## src/hw/rtl/i2cram_pkg.sv

```systemverilog
// shared types and codes for the i2c register access master
// used by i2cram_core, i2cram_outq and i2c_register_access_master_unit
package i2cram_pkg;

  // operation codes of an input transaction
  localparam logic [1:0] OP_TICK     = 2'd0;
  localparam logic [1:0] OP_BEGIN_WR = 2'd1;
  localparam logic [1:0] OP_BEGIN_RD = 2'd2;
  localparam logic [1:0] OP_SUPPLY   = 2'd3;

  // configuration register indexes
  localparam int unsigned CFG_IDX_W = 2;
  localparam logic [CFG_IDX_W-1:0] CFG_DEV_ADDR = 2'd0;
  localparam logic [CFG_IDX_W-1:0] CFG_DELAY    = 2'd1;

  // configuration reset values
  localparam logic [6:0] DEV_ADDR_RST = 7'd93;
  localparam logic [7:0] DELAY_RST    = 8'd1;

  // one result transaction
  typedef struct packed {
    logic       scl_level;
    logic       sda_level;
    logic       busy_res;
    logic       need_data;
    logic [7:0] read_data;
    logic       read_valid;
    logic       last_byte;
    logic       done_res;
  } result_t;

endpackage

```

## src/hw/rtl/i2cram_core.sv

```systemverilog
// bit-level i2c master state machine, one step per accepted transaction
// depends on i2cram_pkg (operation codes, result_t)
module i2cram_core (
  input  logic                clk,
  input  logic                rst_n,
  input  logic                accept,
  input  logic [1:0]          op,
  input  logic [15:0]         reg_address,
  input  logic [7:0]          byte_count,
  input  logic [7:0]          write_data,
  input  logic                sda_in,
  input  logic [6:0]          device_address,
  input  logic [7:0]          delay_ticks,
  output i2cram_pkg::result_t res
);

  typedef enum logic [4:0] {
    PH_IDLE, PH_ST0, PH_ST1, PH_ST2, PH_TX0, PH_TX1, PH_TX2, PH_TX3,
    PH_AK0, PH_AK1, PH_AK2, PH_WAITD, PH_RX0, PH_RX1, PH_MK0, PH_MK1,
    PH_MK2, PH_SP0, PH_SP1, PH_SP2
  } phase_t;

  // which byte the next slave ack closes
  typedef enum logic [2:0] {
    STG_DEVW, STG_ADHI, STG_ADLO, STG_DATA, STG_DEVR
  } stage_t;

  phase_t      phase_r, phase_nxt;
  stage_t      stage_r, stage_nxt;
  logic [7:0]  delay_r, delay_nxt;
  logic [2:0]  bit_r, bit_nxt;
  logic [7:0]  shift_r, shift_nxt;
  logic [7:0]  left_r, left_nxt;
  logic [15:0] addr_r, addr_nxt;
  logic        is_read_r, is_read_nxt;
  logic        scl_r, scl_nxt;
  logic        sda_r, sda_nxt;

  logic [7:0]  hold;
  logic [7:0]  rx_byte;
  logic        reload;
  logic [7:0]  rdata;
  logic        rvalid;
  logic        rlast;
  logic        done;

  // hold count per waveform step, zero treated as one tick
  assign hold    = (delay_ticks == 8'd0) ? 8'd0 : delay_ticks - 8'd1;
  assign rx_byte = {shift_r[6:0], sda_in};

  // next state for one transaction
  always_comb begin
    phase_nxt   = phase_r;
    stage_nxt   = stage_r;
    delay_nxt   = delay_r;
    bit_nxt     = bit_r;
    shift_nxt   = shift_r;
    left_nxt    = left_r;
    addr_nxt    = addr_r;
    is_read_nxt = is_read_r;
    scl_nxt     = scl_r;
    sda_nxt     = sda_r;
    reload      = 1'b1;
    rdata       = 8'd0;
    rvalid      = 1'b0;
    rlast       = 1'b0;
    done        = 1'b0;

    case (op)
      i2cram_pkg::OP_BEGIN_WR, i2cram_pkg::OP_BEGIN_RD: begin
        if (phase_r == PH_IDLE) begin
          addr_nxt    = reg_address;
          left_nxt    = byte_count;
          is_read_nxt = (op == i2cram_pkg::OP_BEGIN_RD);
          stage_nxt   = STG_DEVW;
          bit_nxt     = 3'd0;
          delay_nxt   = 8'd0;
          phase_nxt   = PH_ST0;
        end
      end
      i2cram_pkg::OP_SUPPLY: begin
        if (phase_r == PH_WAITD) begin
          stage_nxt = STG_DATA;
          left_nxt  = left_r - 8'd1;
          shift_nxt = write_data;
          bit_nxt   = 3'd0;
          phase_nxt = PH_TX0;
        end
      end
      default: begin
        if (phase_r != PH_IDLE) begin
          if (delay_r != 8'd0) begin
            delay_nxt = delay_r - 8'd1;
          end else begin
            case (phase_r)
              PH_ST0: begin
                sda_nxt   = 1'b1;
                scl_nxt   = 1'b1;
                phase_nxt = PH_ST1;
              end
              PH_ST1: begin
                sda_nxt   = 1'b0;
                phase_nxt = PH_ST2;
              end
              PH_ST2: begin
                scl_nxt   = 1'b0;
                shift_nxt = {device_address, stage_r == STG_DEVR};
                bit_nxt   = 3'd0;
                phase_nxt = PH_TX0;
              end
              PH_TX0: begin
                sda_nxt   = shift_r[7];
                phase_nxt = PH_TX1;
              end
              PH_TX1: begin
                scl_nxt   = 1'b1;
                phase_nxt = PH_TX2;
              end
              PH_TX2: begin
                scl_nxt   = 1'b0;
                phase_nxt = PH_TX3;
              end
              PH_TX3: begin
                if (bit_r == 3'd7) begin
                  sda_nxt   = 1'b1;
                  phase_nxt = PH_AK0;
                end else begin
                  bit_nxt   = bit_r + 3'd1;
                  shift_nxt = {shift_r[6:0], 1'b0};
                  phase_nxt = PH_TX0;
                end
              end
              PH_AK0: begin
                sda_nxt   = 1'b1;
                phase_nxt = PH_AK1;
              end
              PH_AK1: begin
                scl_nxt   = 1'b1;
                phase_nxt = PH_AK2;
              end
              PH_AK2: begin
                if (sda_in) begin
                  reload = 1'b0;
                end else begin
                  scl_nxt = 1'b0;
                  // route on to the next byte of the transaction
                  case (stage_r)
                    STG_DEVW: begin
                      stage_nxt = STG_ADHI;
                      shift_nxt = addr_r[15:8];
                      bit_nxt   = 3'd0;
                      phase_nxt = PH_TX0;
                    end
                    STG_ADHI: begin
                      stage_nxt = STG_ADLO;
                      shift_nxt = addr_r[7:0];
                      bit_nxt   = 3'd0;
                      phase_nxt = PH_TX0;
                    end
                    STG_ADLO: begin
                      if (is_read_r) begin
                        stage_nxt = STG_DEVR;
                        phase_nxt = PH_ST0;
                      end else begin
                        phase_nxt = (left_r != 8'd0) ? PH_WAITD : PH_SP0;
                      end
                    end
                    STG_DATA: begin
                      phase_nxt = (left_r != 8'd0) ? PH_WAITD : PH_SP0;
                    end
                    default: begin
                      if (left_r != 8'd0) begin
                        bit_nxt   = 3'd0;
                        phase_nxt = PH_RX0;
                      end else begin
                        phase_nxt = PH_SP0;
                      end
                    end
                  endcase
                end
              end
              PH_WAITD: begin
                reload = 1'b0;
              end
              PH_RX0: begin
                sda_nxt   = 1'b1;
                scl_nxt   = 1'b1;
                phase_nxt = PH_RX1;
              end
              PH_RX1: begin
                shift_nxt = rx_byte;
                scl_nxt   = 1'b0;
                if (bit_r == 3'd7) begin
                  rdata     = rx_byte;
                  rvalid    = 1'b1;
                  rlast     = (left_r == 8'd1);
                  left_nxt  = left_r - 8'd1;
                  phase_nxt = PH_MK0;
                end else begin
                  bit_nxt   = bit_r + 3'd1;
                  phase_nxt = PH_RX0;
                end
              end
              PH_MK0: begin
                // ack all but the final byte
                sda_nxt   = (left_r == 8'd0);
                phase_nxt = PH_MK1;
              end
              PH_MK1: begin
                scl_nxt   = 1'b1;
                phase_nxt = PH_MK2;
              end
              PH_MK2: begin
                scl_nxt = 1'b0;
                if (left_r != 8'd0) begin
                  bit_nxt   = 3'd0;
                  phase_nxt = PH_RX0;
                end else begin
                  phase_nxt = PH_SP0;
                end
              end
              PH_SP0: begin
                sda_nxt   = 1'b0;
                phase_nxt = PH_SP1;
              end
              PH_SP1: begin
                scl_nxt   = 1'b1;
                phase_nxt = PH_SP2;
              end
              default: begin
                sda_nxt   = 1'b1;
                scl_nxt   = 1'b1;
                phase_nxt = PH_IDLE;
                done      = 1'b1;
                reload    = 1'b0;
              end
            endcase
            if (reload) begin
              delay_nxt = hold;
            end
          end
        end
      end
    endcase
  end

  // result of this transaction
  always_comb begin
    res.scl_level  = scl_nxt;
    res.sda_level  = sda_nxt;
    res.busy_res   = (phase_nxt != PH_IDLE);
    res.need_data  = (phase_nxt == PH_WAITD);
    res.read_data  = rdata;
    res.read_valid = rvalid;
    res.last_byte  = rlast;
    res.done_res   = done;
  end

  // state registers
  always_ff @(posedge clk) begin
    if (!rst_n) begin
      phase_r   <= PH_IDLE;
      stage_r   <= STG_DEVW;
      delay_r   <= 8'd0;
      bit_r     <= 3'd0;
      shift_r   <= 8'd0;
      left_r    <= 8'd0;
      addr_r    <= 16'd0;
      is_read_r <= 1'b0;
      scl_r     <= 1'b1;
      sda_r     <= 1'b1;
    end else if (accept) begin
      phase_r   <= phase_nxt;
      stage_r   <= stage_nxt;
      delay_r   <= delay_nxt;
      bit_r     <= bit_nxt;
      shift_r   <= shift_nxt;
      left_r    <= left_nxt;
      addr_r    <= addr_nxt;
      is_read_r <= is_read_nxt;
      scl_r     <= scl_nxt;
      sda_r     <= sda_nxt;
    end
  end

  // bus released whenever no transaction runs
  a_idle_released: assert property (@(posedge clk) disable iff (!rst_n)
    phase_r == PH_IDLE |-> scl_r && sda_r)
    else $error("bus not released while idle");

  // clock held low while waiting for a write byte
  a_waitd_scl_low: assert property (@(posedge clk) disable iff (!rst_n)
    phase_r == PH_WAITD |-> !scl_r)
    else $error("scl high while waiting for data");

  // received bytes only occur in read transactions
  a_rx_only_read: assert property (@(posedge clk) disable iff (!rst_n)
    accept && res.read_valid |-> is_read_r)
    else $error("read byte in a write transaction");

endmodule

```

## src/hw/rtl/i2cram_outq.sv

```systemverilog
// two-entry result queue between the state machine and the result channel
// depends on i2cram_pkg (result_t)
module i2cram_outq (
  input  logic                clk,
  input  logic                rst_n,
  input  logic                push,
  input  i2cram_pkg::result_t push_data,
  output logic                full,
  output logic                out_valid,
  input  logic                out_ready,
  output i2cram_pkg::result_t out_data
);

  i2cram_pkg::result_t mem_r [2];
  logic       wr_ptr_r;
  logic       rd_ptr_r;
  logic [1:0] count_r;
  logic       pop;

  assign full      = (count_r == 2'd2);
  assign out_valid = (count_r != 2'd0);
  assign pop       = out_valid && out_ready;
  assign out_data  = mem_r[rd_ptr_r];

  // entry storage
  always_ff @(posedge clk) begin
    if (push) begin
      mem_r[wr_ptr_r] <= push_data;
    end
  end

  // pointers and fill count
  always_ff @(posedge clk) begin
    if (!rst_n) begin
      wr_ptr_r <= 1'b0;
      rd_ptr_r <= 1'b0;
      count_r  <= 2'd0;
    end else begin
      if (push) begin
        wr_ptr_r <= ~wr_ptr_r;
      end
      if (pop) begin
        rd_ptr_r <= ~rd_ptr_r;
      end
      case ({push, pop})
        2'b10:   count_r <= count_r + 2'd1;
        2'b01:   count_r <= count_r - 2'd1;
        default: count_r <= count_r;
      endcase
    end
  end

  a_count_range: assert property (@(posedge clk) disable iff (!rst_n)
    count_r != 2'd3)
    else $error("result queue count out of range");

  a_no_overflow: assert property (@(posedge clk) disable iff (!rst_n)
    !(push && count_r == 2'd2))
    else $error("push into full result queue");

  a_ptr_count: assert property (@(posedge clk) disable iff (!rst_n)
    (wr_ptr_r ^ rd_ptr_r) == (count_r == 2'd1))
    else $error("queue pointers disagree with count");

endmodule

```

## src/hw/rtl/i2c_register_access_master_unit.sv

```systemverilog
// i2c register access master, top level
// depends on i2cram_pkg, i2cram_core and i2cram_outq
//
// usage
//   input channel (in_valid/in_ready): one transaction per operation: tick,
//   begin write, begin read or supply write byte. ticks carry sampled sda
//   and advance the bus waveform; delay_ticks ticks form one waveform step.
//   result channel (out_valid/out_ready): exactly one result per input
//   transaction, in order, giving scl/sda levels, busy, need_data, the
//   received byte with its valid and last flags, and done on stop.
//   configuration channel (cfg_valid/cfg_ready): index 0 device address,
//   index 1 delay_ticks; cfg_ready is always high, write only when idle.
// stepping and throughput
//   the state machine steps on the accepting edge, and the result is written
//   into the result queue at that edge, behind any results not yet taken.
//   one transaction per cycle is accepted while the result queue is not full.
// reset and stall
//   reset returns to idle with both lines released, address 93, delay 1.
//   a two-entry result queue absorbs receiver stalls; in_ready drops only
//   when both entries hold results not yet taken.
module i2c_register_access_master_unit (
  input  logic                              clk,
  input  logic                              rst_n,
  input  logic                              in_valid,
  output logic                              in_ready,
  input  logic [1:0]                        in_operation,
  input  logic [15:0]                       in_reg_address,
  input  logic [7:0]                        in_byte_count,
  input  logic [7:0]                        in_write_data,
  input  logic                              in_sda_in,
  output logic                              out_valid,
  input  logic                              out_ready,
  output logic                              out_scl_level,
  output logic                              out_sda_level,
  output logic                              out_busy_res,
  output logic                              out_need_data,
  output logic [7:0]                        out_read_data,
  output logic                              out_read_valid,
  output logic                              out_last_byte,
  output logic                              out_done_res,
  input  logic                              cfg_valid,
  output logic                              cfg_ready,
  input  logic [i2cram_pkg::CFG_IDX_W-1:0]  cfg_index,
  input  logic [7:0]                        cfg_data
);

  logic [6:0]          dev_addr_r;
  logic [7:0]          delay_r;
  logic                accept;
  logic                full;
  i2cram_pkg::result_t core_res;
  i2cram_pkg::result_t head;

  assign cfg_ready = 1'b1;
  assign in_ready  = !full;
  assign accept    = in_valid && in_ready;

  // configuration registers
  always_ff @(posedge clk) begin
    if (!rst_n) begin
      dev_addr_r <= i2cram_pkg::DEV_ADDR_RST;
      delay_r    <= i2cram_pkg::DELAY_RST;
    end else if (cfg_valid && cfg_ready) begin
      case (cfg_index)
        i2cram_pkg::CFG_DEV_ADDR: dev_addr_r <= cfg_data[6:0];
        i2cram_pkg::CFG_DELAY:    delay_r    <= cfg_data;
        default:                  dev_addr_r <= dev_addr_r;
      endcase
    end
  end

  i2cram_core u_core (
    .clk            (clk),
    .rst_n          (rst_n),
    .accept         (accept),
    .op             (in_operation),
    .reg_address    (in_reg_address),
    .byte_count     (in_byte_count),
    .write_data     (in_write_data),
    .sda_in         (in_sda_in),
    .device_address (dev_addr_r),
    .delay_ticks    (delay_r),
    .res            (core_res)
  );

  i2cram_outq u_outq (
    .clk       (clk),
    .rst_n     (rst_n),
    .push      (accept),
    .push_data (core_res),
    .full      (full),
    .out_valid (out_valid),
    .out_ready (out_ready),
    .out_data  (head)
  );

  // result fields
  assign out_scl_level  = head.scl_level;
  assign out_sda_level  = head.sda_level;
  assign out_busy_res   = head.busy_res;
  assign out_need_data  = head.need_data;
  assign out_read_data  = head.read_data;
  assign out_read_valid = head.read_valid;
  assign out_last_byte  = head.last_byte;
  assign out_done_res   = head.done_res;

endmodule

```

## config.mk

```make
export PLATFORM = sky130hd
export DESIGN_NAME = i2c_register_access_master_unit
export DESIGN_NICKNAME = d
export VERILOG_FILES = /design/src/hw/rtl/i2cram_pkg.sv /design/src/hw/rtl/i2cram_core.sv /design/src/hw/rtl/i2cram_outq.sv /design/src/hw/rtl/i2c_register_access_master_unit.sv
export SDC_FILE = /design/constraint.sdc
export NUM_CORES = 1
export LEC_CHECK = 0
export BUFFER_PORTS_ARGS = -buffer_cell sky130_fd_sc_hd__buf_4
export CAP_MARGIN = 20
export CORE_MARGIN = 1
export CORE_UTILIZATION = 45
export CTS_BUF_LIST = sky130_fd_sc_hd__clkbuf_8
export DETAILED_ROUTE_END_ITERATION = 8
export HOLD_SLACK_MARGIN = 0.05
export PLACE_DENSITY = 0.67
export REMOVE_ABC_BUFFERS = 1
export SLEW_MARGIN = 20
export SYNTH_ARGS = -nofsm -noshare
export SYNTH_HDL_FRONTEND = slang
export SYNTH_SLANG_ARGS = --single-unit
```

## constraint.sdc

```tcl
create_clock -name clk -period 2.1 [get_ports clk]
set_input_delay 0.525 -clock clk [delete_from_list [all_inputs] [get_ports clk]]
set_output_delay 0.525 -clock clk [all_outputs]
set_load 0.03 [all_outputs]
```

# --- Yosys cells after proc, flatten, opt, wreduce, memory -nomap -nowiden ---
# Memory sizes are Yosys's and may differ from the RTL's. A register that Yosys moved wholly into a read port is not among the register bits.
# Cells that the tools add are included.
word_totals:
  reg_bits: 73
  word_cells: 204
  mem_bits_rw: 30
  n_memories: 1
  output_inout_bits: 18
mem_list:
  columns: ["name", "words", "word_bits", "read_ports", "rd_clocked_by_memory_dff", "write_ports", "line_no", "rtl"]
  rows:
  - ["u_outq.mem_r", 2, 15, 1, 1, 1, "i2cram_outq.sv:14", "i2cram_pkg::result_t mem_r [2];"]
op_classes:
  mux: 91
  n_bitwise: 4
  n_eq_ne: 44
  n_reduce_logical: 43
  add_sub_neg: 6
op_table:
  columns: ["operator", "n"]
  rows:
  - ["two-way mux 8 bit", 21]
  - ["one-hot mux 5 bit (18 select lines)", 1]
  - ["one-hot mux 8 bit (2 select lines)", 4]
  - ["== test 5 x 4 -> 1 bit, second input constant", 9]
  - ["two-way mux 5 bit", 8]
  - ["two-way mux 3 bit", 13]
  - ["one-hot mux 8 bit (4 select lines)", 1]
  - ["two-way mux 1 bit", 30]
  - ["AND reduction 9 bit", 3]
  - ["subtractor 8 x 1 -> 8 bit, second input constant", 3]
  - ["== test 5 x 3 -> 1 bit, second input constant", 4]
  - ["nonzero test 5 bit", 4]
  - ["one-hot mux 3 bit (2 select lines)", 3]
  - ["OR reduction 18 bit", 1]
  - ["logical NOT 8 bit", 2]
  - ["nonzero test 8 bit", 2]
  - ["OR reduction 16 bit", 1]
  - ["== test 5 bit, second input constant", 3]
  - ["one-hot mux 5 bit (3 select lines)", 1]
  - ["nonzero test 3 bit", 5]
  - ["one-hot mux 3 bit (4 select lines)", 1]
  - ["== test 5 x 2 -> 1 bit, second input constant", 2]
  - ["one-hot mux 5 bit (2 select lines)", 1]
  - ["OR reduction 10 bit", 1]
  - ["41 further kinds", 64]

# --- Longest topological paths before layout ---
# Gate-level depths: netlist of the first run.
logic_depth:
  ltp_word: 10
  ltp_mapped: 9

# --- Hierarchy ---
# Synthesis of the first run repeated with hierarchy kept, for this count alone.
unflattened:
  cells_unflattened: 692
  hier_area_um2: 6237.2
modules_own_cells:
  columns: ["mod", "area_each_um2", "seq_area_each_um2", "cells_per_inst", "n_inst"]
  rows:
  - ["i2cram_core", 4282.9, 1081.0, 556, 1]
  - ["i2cram_outq", 1306.3, 1001.0, 70, 1]
  - ["i2c_register_access_master_unit", 648.1, 300.3, 66, 1]

# --- Worst setup path before layout of the first run ---
# No wires, ideal clock.
synth_timing:
  path_kind: "register to register"
  from: "reg u_outq.count_r[0]"
  to: "mem u_outq.mem_r[0][0] (netlist bit), enable pin"
  synth_period_minus_slack_ps: 2391
  stages_incl_launch_ff: 6
  slack_ps: -291
  arrival_ps: 2004
  required_ps: 1714
  cell_sequence: "dfxtp_1 > nand2b_1 > and2_1 > clkbuf_1 > clkinv_1 > nor2_1"
synth_via:
  elab_chain_len: 5
synth_rtl:
  columns: ["element", "line_no", "rtl"]
  rows:
  - ["start, declared", "i2cram_outq.sv:17", "logic [1:0] count_r;"]
  - ["start signal, assigned", "i2cram_outq.sv:46", "2'b10: count_r <= count_r + 2'd1;"]
  - ["start signal, assigned", "i2cram_outq.sv:47", "2'b01: count_r <= count_r - 2'd1;"]
  - ["start signal, assigned", "i2cram_outq.sv:48", "default: count_r <= count_r;"]
  - ["== test 2 bit", "i2cram_outq.sv:20", "assign full = (count_r == 2'd2);"]
  - ["logical NOT 1 bit", "i2c_register_access_master_unit.sv:55", "assign in_ready = !full;"]
  - ["named net in_ready", "i2c_register_access_master_unit.sv:25", "output logic in_ready,"]
  - ["logical AND 1 bit", "i2c_register_access_master_unit.sv:56", "assign accept = in_valid && in_ready;"]
  - ["two-way mux 1 bit", "i2cram_outq.sv:27", "if (push) begin"]
  - ["two-way mux 1 bit (implied by the code)", "i2cram_outq.sv:28", "mem_r[wr_ptr_r] <= push_data;"]
  - ["end, declared", "i2cram_outq.sv:14", null]
# The timed path passes the listed nets, and every way through them passes these cells.

# --- Final worst setup path of the first run ---
layout_timing:
  from: "reg u_core.phase_r[4]"
  to: "reg u_core.delay_r[4]"
layout_via:
  elab_chain_len: 8
layout_rtl:
  columns: ["element", "line_no", "rtl"]
  rows:
  - ["start, declared", "i2cram_core.sv:28", "phase_t phase_r, phase_nxt;"]
  - ["start signal, assigned", "i2cram_core.sv:273", "phase_r <= phase_nxt;"]
  - ["== test 5 x 1 -> 1 bit (tied with other cells)", "i2cram_core.sv:95", "case (phase_r)"]
  - ["OR reduction 16 bit (no source line)", null, null]
  - ["one-hot mux 1 bit (2 select lines)", "i2cram_core.sv:95", null]
  - ["two-way mux 1 bit", "i2cram_core.sv:92", "if (delay_r != 8'd0) begin"]
  - ["two-way mux 1 bit", "i2cram_core.sv:91", "if (phase_r != PH_IDLE) begin"]
  - ["two-way mux 1 bit", "i2cram_core.sv:69", "case (op)"]
  - ["nonzero test 3 bit (no source line)", null, null]
  - ["AND reduction 5 bit (no source line) *", null, null]
  - ["end signal, assigned", "i2cram_core.sv:275", "delay_r <= delay_nxt;"]
  - ["end, declared", "i2cram_core.sv:30", "logic [7:0] delay_r, delay_nxt;"]
# Every way passes the cells marked *; elsewhere a longest branch is shown, timed or not. The select of a mux whose other input is x is not followed.
# A chain may end at the register's enable or synchronous reset.

==> run metrics, run 1 <==
outcome=finished, violations left; failing checks=negative setup slack; setup_tns=-4840 ps; flops & latches, synth=104; Filler cells=1042; clk buf depth=2; R2R Setup Slk=-240 ps; max frequency=428 MHz; clock sink total=104; via count=5790; critical hold path startpoint=in_reg_address[11]; Yosys Warn Count=0; max incr delay on CP=540 ps; unrepaired setup endpoints after global routing=true; Internal Power=4370 uW; Num CTS Buffers=9; maximum net fanout on the critical path=5; largest area contributor in the netlist=dfxtp_1; Worst setup SP type=flip-flop; cells on worst reg2reg path=7; HP Class=input pin to flip-flop; Final Hold Viols=0; relative slew slack=0.595; most common cell after layout, fill and taps aside=buf_4; r2r endpoint=u_core.delay_r[4]; synthesized area per cell=9.00 um^2; largest net degree at the start of global routing=50; initial drt markers=418; Die Y-Extent=117 um; sequential area share after synthesis=0.403; Clk pin slew, worst setup/hold paths=100 ps; slew at the pin closest to its max-slew limit=608 ps; row cnt=41; Total Routing Usage GR=0.264; minimum clock period=2340 ps; first-pass GRT wire length=27900 um; Net Sw Frac=0.369; ANT nets after route=0; largest cells by area after synthesis=dfxtp_1 25%, edfxtp_1 15%, mux2i_1 7.1%; Async SR Flop Fraction=0; vias per inst=5.63; Die Wd=117 um; vias in the first global route=5741; Post-route DRC=0; top-area cell type share of the netlist area=0.251; Stages on worst setup path=7; Crit Path Category=flip-flop to flip-flop; DR WL/cell=17.3 um; final setup fails=68; leakage=0.00357 uW; Crit path required time=2410 ps; layout cell share with drive strength beyond 1=0.429; share of power burned in registers=0.347; Core Area=12700 um^2; Post-Synthesis Cell Area=5910 um^2; Cells after Synth=656; synthesis-to-finish area growth=44.1%; reg2reg start=u_core.phase_r[4]; final net count=912; worst-path cell chain=or4_4 -> or2_4 -> buf_6 -> nor2_4 -> o311ai_4 -> or4b_1 -> a21oi_2; EDFF count, synth=30; Hold Path Sink=u_core.addr_r[11]; cell family with most CP delay=simple AND/OR/NAND/NOR gates; peak supply drop=0.619 mV; Worst-Skew Late Latency=380 ps; most frequent cells in the layout=201 x buf_4, 67 x nor2_1, 67 x dfxtp_1; worst path bufs/invs=1; clk root buf=clkbuf_8; unique cell type count in the Yosys netlist=76; number of antenna violations at the first check in global routing=0; # diodes=0; H-tree depth=3; hold path depth=3; Max-Cap Viols=0; CTS tree=done; Post-DP HPWL=12600 um; Starting Density=0.464; Pwr Density=814 nW/um^2; port bufs=66; I/O Pins=68; Comb pwr share=0.481; total gr overflow=0; die area=13600 um^2; Post-Route WL=17800 um; Setup crit start=u_core.phase_r[4]; CP arrival=2640 ps; Most used DFF post-synth=dfxtp_1; GPL Wtd Cong=0.921; sw power=2550 uW; Setup WS post-layout=-236 ps; highest-delay cell along the critical path=or4_4; Layout Skew=15.1 ps; Pre-antenna DRT Iters=5; WHS=377 ps; period utilization=1.11; Final Max Slew Viols=0; element type at the critical path end=flip-flop; clock share of power=0.172
## flip-flops by register name, summed over array words and instances, names as in the netlist, 5 cells and up, named ones only
register,cells
delay_r,8
dev_addr_r,7
u_core.addr_r,16
u_core.delay_r,8
u_core.left_r,8
u_core.phase_r,5
u_core.shift_r,8
u_outq.mem_r,30
## worst register-to-register path, stage by stage (launching register included)
cell and delay, ps:
dfxtp_2 340, or4_4 540, or2_4 300, buf_6 140
nor2_4 140, o311ai_4 150, or4b_1 510, a21oi_2 130
## cell usage after synthesis, types with 6 or more instances
| library cell | number |
|---|---|
| a211oi_1 | 6 |
| a21oi_1 | 31 |
| a31oi_1 | 10 |
| and2_1 | 13 |
| and3_1 | 7 |
| buf_1 | 8 |
| clkbuf_1 | 30 |
| dfxtp_1 | 74 |
| edfxtp_1 | 30 |
| ha_1 | 11 |
| inv_1 | 25 |
| mux2_2 | 17 |
| mux2i_1 | 42 |
| nand2_1 | 47 |
| nand2b_1 | 7 |
| nand3_1 | 14 |
| nor2_1 | 72 |
| nor2b_1 | 10 |
| nor3_1 | 15 |
| nor3b_1 | 6 |
| o211ai_1 | 6 |
| o21ai_0 | 34 |
| o221ai_1 | 8 |
| o2bb2ai_1 | 8 |
| or3_1 | 6 |
| or4_1 | 6 |
| xnor2_1 | 10 |
## timing repair
action	in CTS	in global routing
endpoints found under the setup margin	76	77
setup buffers	17	13
pin swaps	34	32
hold buffers	0	0
resized for setup	90	65
gates cloned	1	0
## worst max path at each step
stage	end	slack, ps
floorplan	u_outq.mem_r[0][11]	-630
detailed placement	u_outq.mem_r[1][11]	-590
CTS	u_outq.mem_r[0][11]	-150
global placement	u_outq.mem_r[0][11]	-450
finish	u_core.delay_r[4]	-240
global route	u_core.stage_r[0]	-280
## cell type report
type                    count  area, um^2  share of cell area
multi-input cells         482        3760               0.442
flip-flops and latches    104        2390               0.281
repair buffers            228        1860               0.218
well taps                 172         215              0.0253
clock buffers               9         124              0.0146
inverters                  26         101              0.0119
clock inverters             7        65.1             0.00764
## through the flow
stage	area (um^2)	utilization	std cells	setup slack [ps]	power [uW]
final	8510	0.669	1028	-236	6930
after global routing	8510	0.669	1028	-283	7280
after CTS	8180	0.643	1018	-147	6700
after detailed placement	7460	0.587	986	-595	5100
after global placement	7460	0.587	986	-452	5030
after floorplan	5720	-	612	-627	3960
## cell families (layout without fill, tap and decap cells)
kind of cell	Yosys count	in the layout	synth area share
fa+ha+maj	11	11	0.0233
flops	104	104	0.403
mux	59	59	0.104
other cells	1	1	0.000635
buf+inv	70	270	0.0483
simple gates	237	237	0.210
xor+xnor	15	15	0.0222
compound gates	159	159	0.189
## power groups by stage
stage	clock (uW)	combinational, uW	sequential [uW]
floorplan	0	1440	2520
global placement	0	2610	2420
detailed placement	0	2660	2440
CTS	1220	3090	2400
global route	1300	3550	2430
finish	1190	3330	2400
## per-layer routing
layer  track usage  share of wire  vias to the layer above
li1              -              -                     2781
met1         0.329           0.43                     2797
met2         0.464           0.50                      172
met3        0.0431          0.048                       40
met4        0.0827          0.024                        0
met5             0              0                        -
(Power assumes the default switching activity.)
==> run 2, diff against run 1 <==
--- a/config.mk
+++ b/config.mk
@@ -12,7 +12,7 @@
 export CTS_BUF_LIST = sky130_fd_sc_hd__clkbuf_8
 export DETAILED_ROUTE_END_ITERATION = 8
 export HOLD_SLACK_MARGIN = 0.05
-export PLACE_DENSITY = 0.67
+export PLACE_DENSITY = 0.66
 export REMOVE_ABC_BUFFERS = 1
 export SLEW_MARGIN = 20
 export SYNTH_ARGS = -nofsm -noshare
==> run 2 against run 1 <==
Net effect: maximum frequency is 3.3% higher; global-route usage is 0.43 points lower; sequential cell count stayed put; combinational power fell by 8.4%; clock skew is 0.56 ps lower; largest cell class unchanged; clock-buffer cell count rose by 1; critical path type unchanged; the flow still finishes with violations (negative setup slack); via count shrank 1.5%; highest routed layer unchanged; worst setup slack better by 75 ps; first-iteration DRC count is 24% lower.
==> run metrics, run 2 (same netlist as run 1, synthesis figures left out) <==
outcome=finished, violations left; Clk pin slew, worst setup/hold paths=100 ps; Starting Density=0.464; clk root buf=clkbuf_8; vias per inst=5.64; clk buf depth=2; ANT nets after route=0; top flop regs=u_outq.mem_r x30, u_core.addr_r x16; failing checks=negative setup slack; number of flip-flops in the largest register=30; CTS tree=done; Num CTS Buffers=9; R2R Setup Slk=-160 ps; Core Area=12700 um^2; worst path bufs/invs=1; final setup fails=40; # diodes=0; port bufs=66; Die Wd=117 um; DR WL/cell=17.1 um; relative slew slack=0.667; unrepaired setup endpoints after global routing=true; via count=5701; element type at the critical path end=flip-flop; cell family with most CP delay=simple AND/OR/NAND/NOR gates; CP arrival=2570 ps; r2r endpoint=u_core.delay_r[4]; cell area after layout=8220 um^2; Pwr Density=799 nW/um^2; Largest Register=u_outq.mem_r; hold path depth=3; global routing usage on met1=0.310; clock sink total=104; met3 Track Usage GR=0.0472; Max-Cap Viols=0; Cell Area, Placed=7390 um^2; synthesis-to-finish area growth=39.2%; largest net degree at the start of global routing=28; maximum net fanout on the critical path=5; reg2reg start=u_core.phase_r[4]; max incr delay on CP=530 ps; critical hold path startpoint=in_reg_address[9]; Die Y-Extent=117 um; Total Routing Usage GR=0.259; highest-delay cell along the critical path=or4_4; H-tree depth=3; Final Max Slew Viols=0; Hold Path Sink=u_core.addr_r[9]; Post-route DRC=0; die area=13600 um^2; global routing's busiest layer=met2; Layout Skew=14.5 ps; Layout Cells excl Fill=1011; Crit Path Category=flip-flop to flip-flop; period utilization=1.08; total gr overflow=0; placed insts=976; Final Hold Viols=0; max frequency=442 MHz; Crit path required time=2410 ps; I/O Pins=68; most common cell after layout, fill and taps aside=buf_4; number of antenna violations at the first check in global routing=0; row cnt=41; Worst setup SP type=flip-flop; met2 usage=0.444; peak supply drop=0.324 mV; cells on worst reg2reg path=7; Post-CTS Hold Fix Bufs=0; GPL Wtd Cong=0.905; vias in the first global route=5625; Worst-Skew Late Latency=380 ps; Pre-antenna DRT Iters=5; Post-Route WL=17300 um; slew at the pin closest to its max-slew limit=498 ps; worst-path cell chain=or4_4 -> or2_4 -> buf_6 -> nor2_4 -> o311ai_4 -> or4b_1 -> a21oi_2; minimum clock period=2260 ps; post-place setup slack=-513 ps; first-pass GRT wire length=27200 um; setup_tns=-3760 ps; leakage=0.00347 uW; layout cell share with drive strength beyond 1=0.399; final net count=896; initial drt markers=316; most frequent cells in the layout=192 x buf_4, 69 x dfxtp_1, 67 x nor2_1; Setup WS post-layout=-161 ps; overall power=6570 uW; Post-DP HPWL=12500 um; HP Class=input pin to flip-flop
-- run 2: changes by cell type in the layout (fill, tap and decap cells not counted), sizes merged --
| cell | delta |
|---|---|
| buf | -19 |
| clkbuf | +3 |
| clkinvlp | -2 |
| clkinv | -1 |
| inv | +1 |
| nand3 | +1 |
-- run 2: metrics by stage --
| step | hold WS [ps] | utilization |
|---|---|---|
| global route | 378 | 0.646 |
| floorplan | 432 | - |
| finish | 376 | 0.646 |
| global placement | 450 | 0.581 |
| detailed placement | 472 | 0.581 |
| CTS | 361 | 0.621 |
-- run 2: final cells by class --
type                       instances  area (um^2)
clock buffer                      10          138
clock inverter                     5         32.5
fill                            1062         4500
inverter                          26          101
multi-input combinational        483         3650
sequential                       104         2390
tap                              172          215
timing repair buffer             211         1690
-- run 2: worst max path at each step --
stage                 startpoint                   to  slack (ps)  depth (start not counted)
3_5_place_dp     in_operation[0]  u_outq.mem_r[0][11]        -510                          9
2_1_floorplan  u_core.phase_r[1]  u_outq.mem_r[0][11]        -630                          6
5_1_grt        u_core.phase_r[4]    u_core.delay_r[4]        -220                          7
3_3_place_gp     in_operation[0]  u_outq.mem_r[1][11]        -410                          9
6_report       u_core.phase_r[4]    u_core.delay_r[4]        -160                          7
4_1_cts        u_core.phase_r[4]  u_outq.mem_r[1][11]        -120                          7
-- run 2: routing by layer --
| layer | up-vias | wire, um |
|---|---|---|
| met5 | - | 0 |
| met4 | 0 | 680 |
| met3 | 48 | 917 |
| met2 | 183 | 8480 |
| met1 | 2722 | 7250 |
| li1 | 2748 | - |
-- run 2: timing repair --
action,4_1_cts,5_1_grt
setup endpoints to repair,79,77
resized for setup,67,54
gates cloned,1,2
pin swaps,27,20
buffers inserted,11,8
-- run 2: tightest hold or removal path, cell delays in order --
cell and delay [ps]:
buf_4 80, mux2i_1 50, nor2_1 70
-- run 2: power by group --
group | total (uW) | switching [uW] | internal, uW | leakage, uW
Sequential | 2400 | 91.6 | 2310 | 0.000880
Combinational | 3050 | 1620 | 1430 | 0.00250
Clock | 1130 | 667 | 460 | 0.0000947
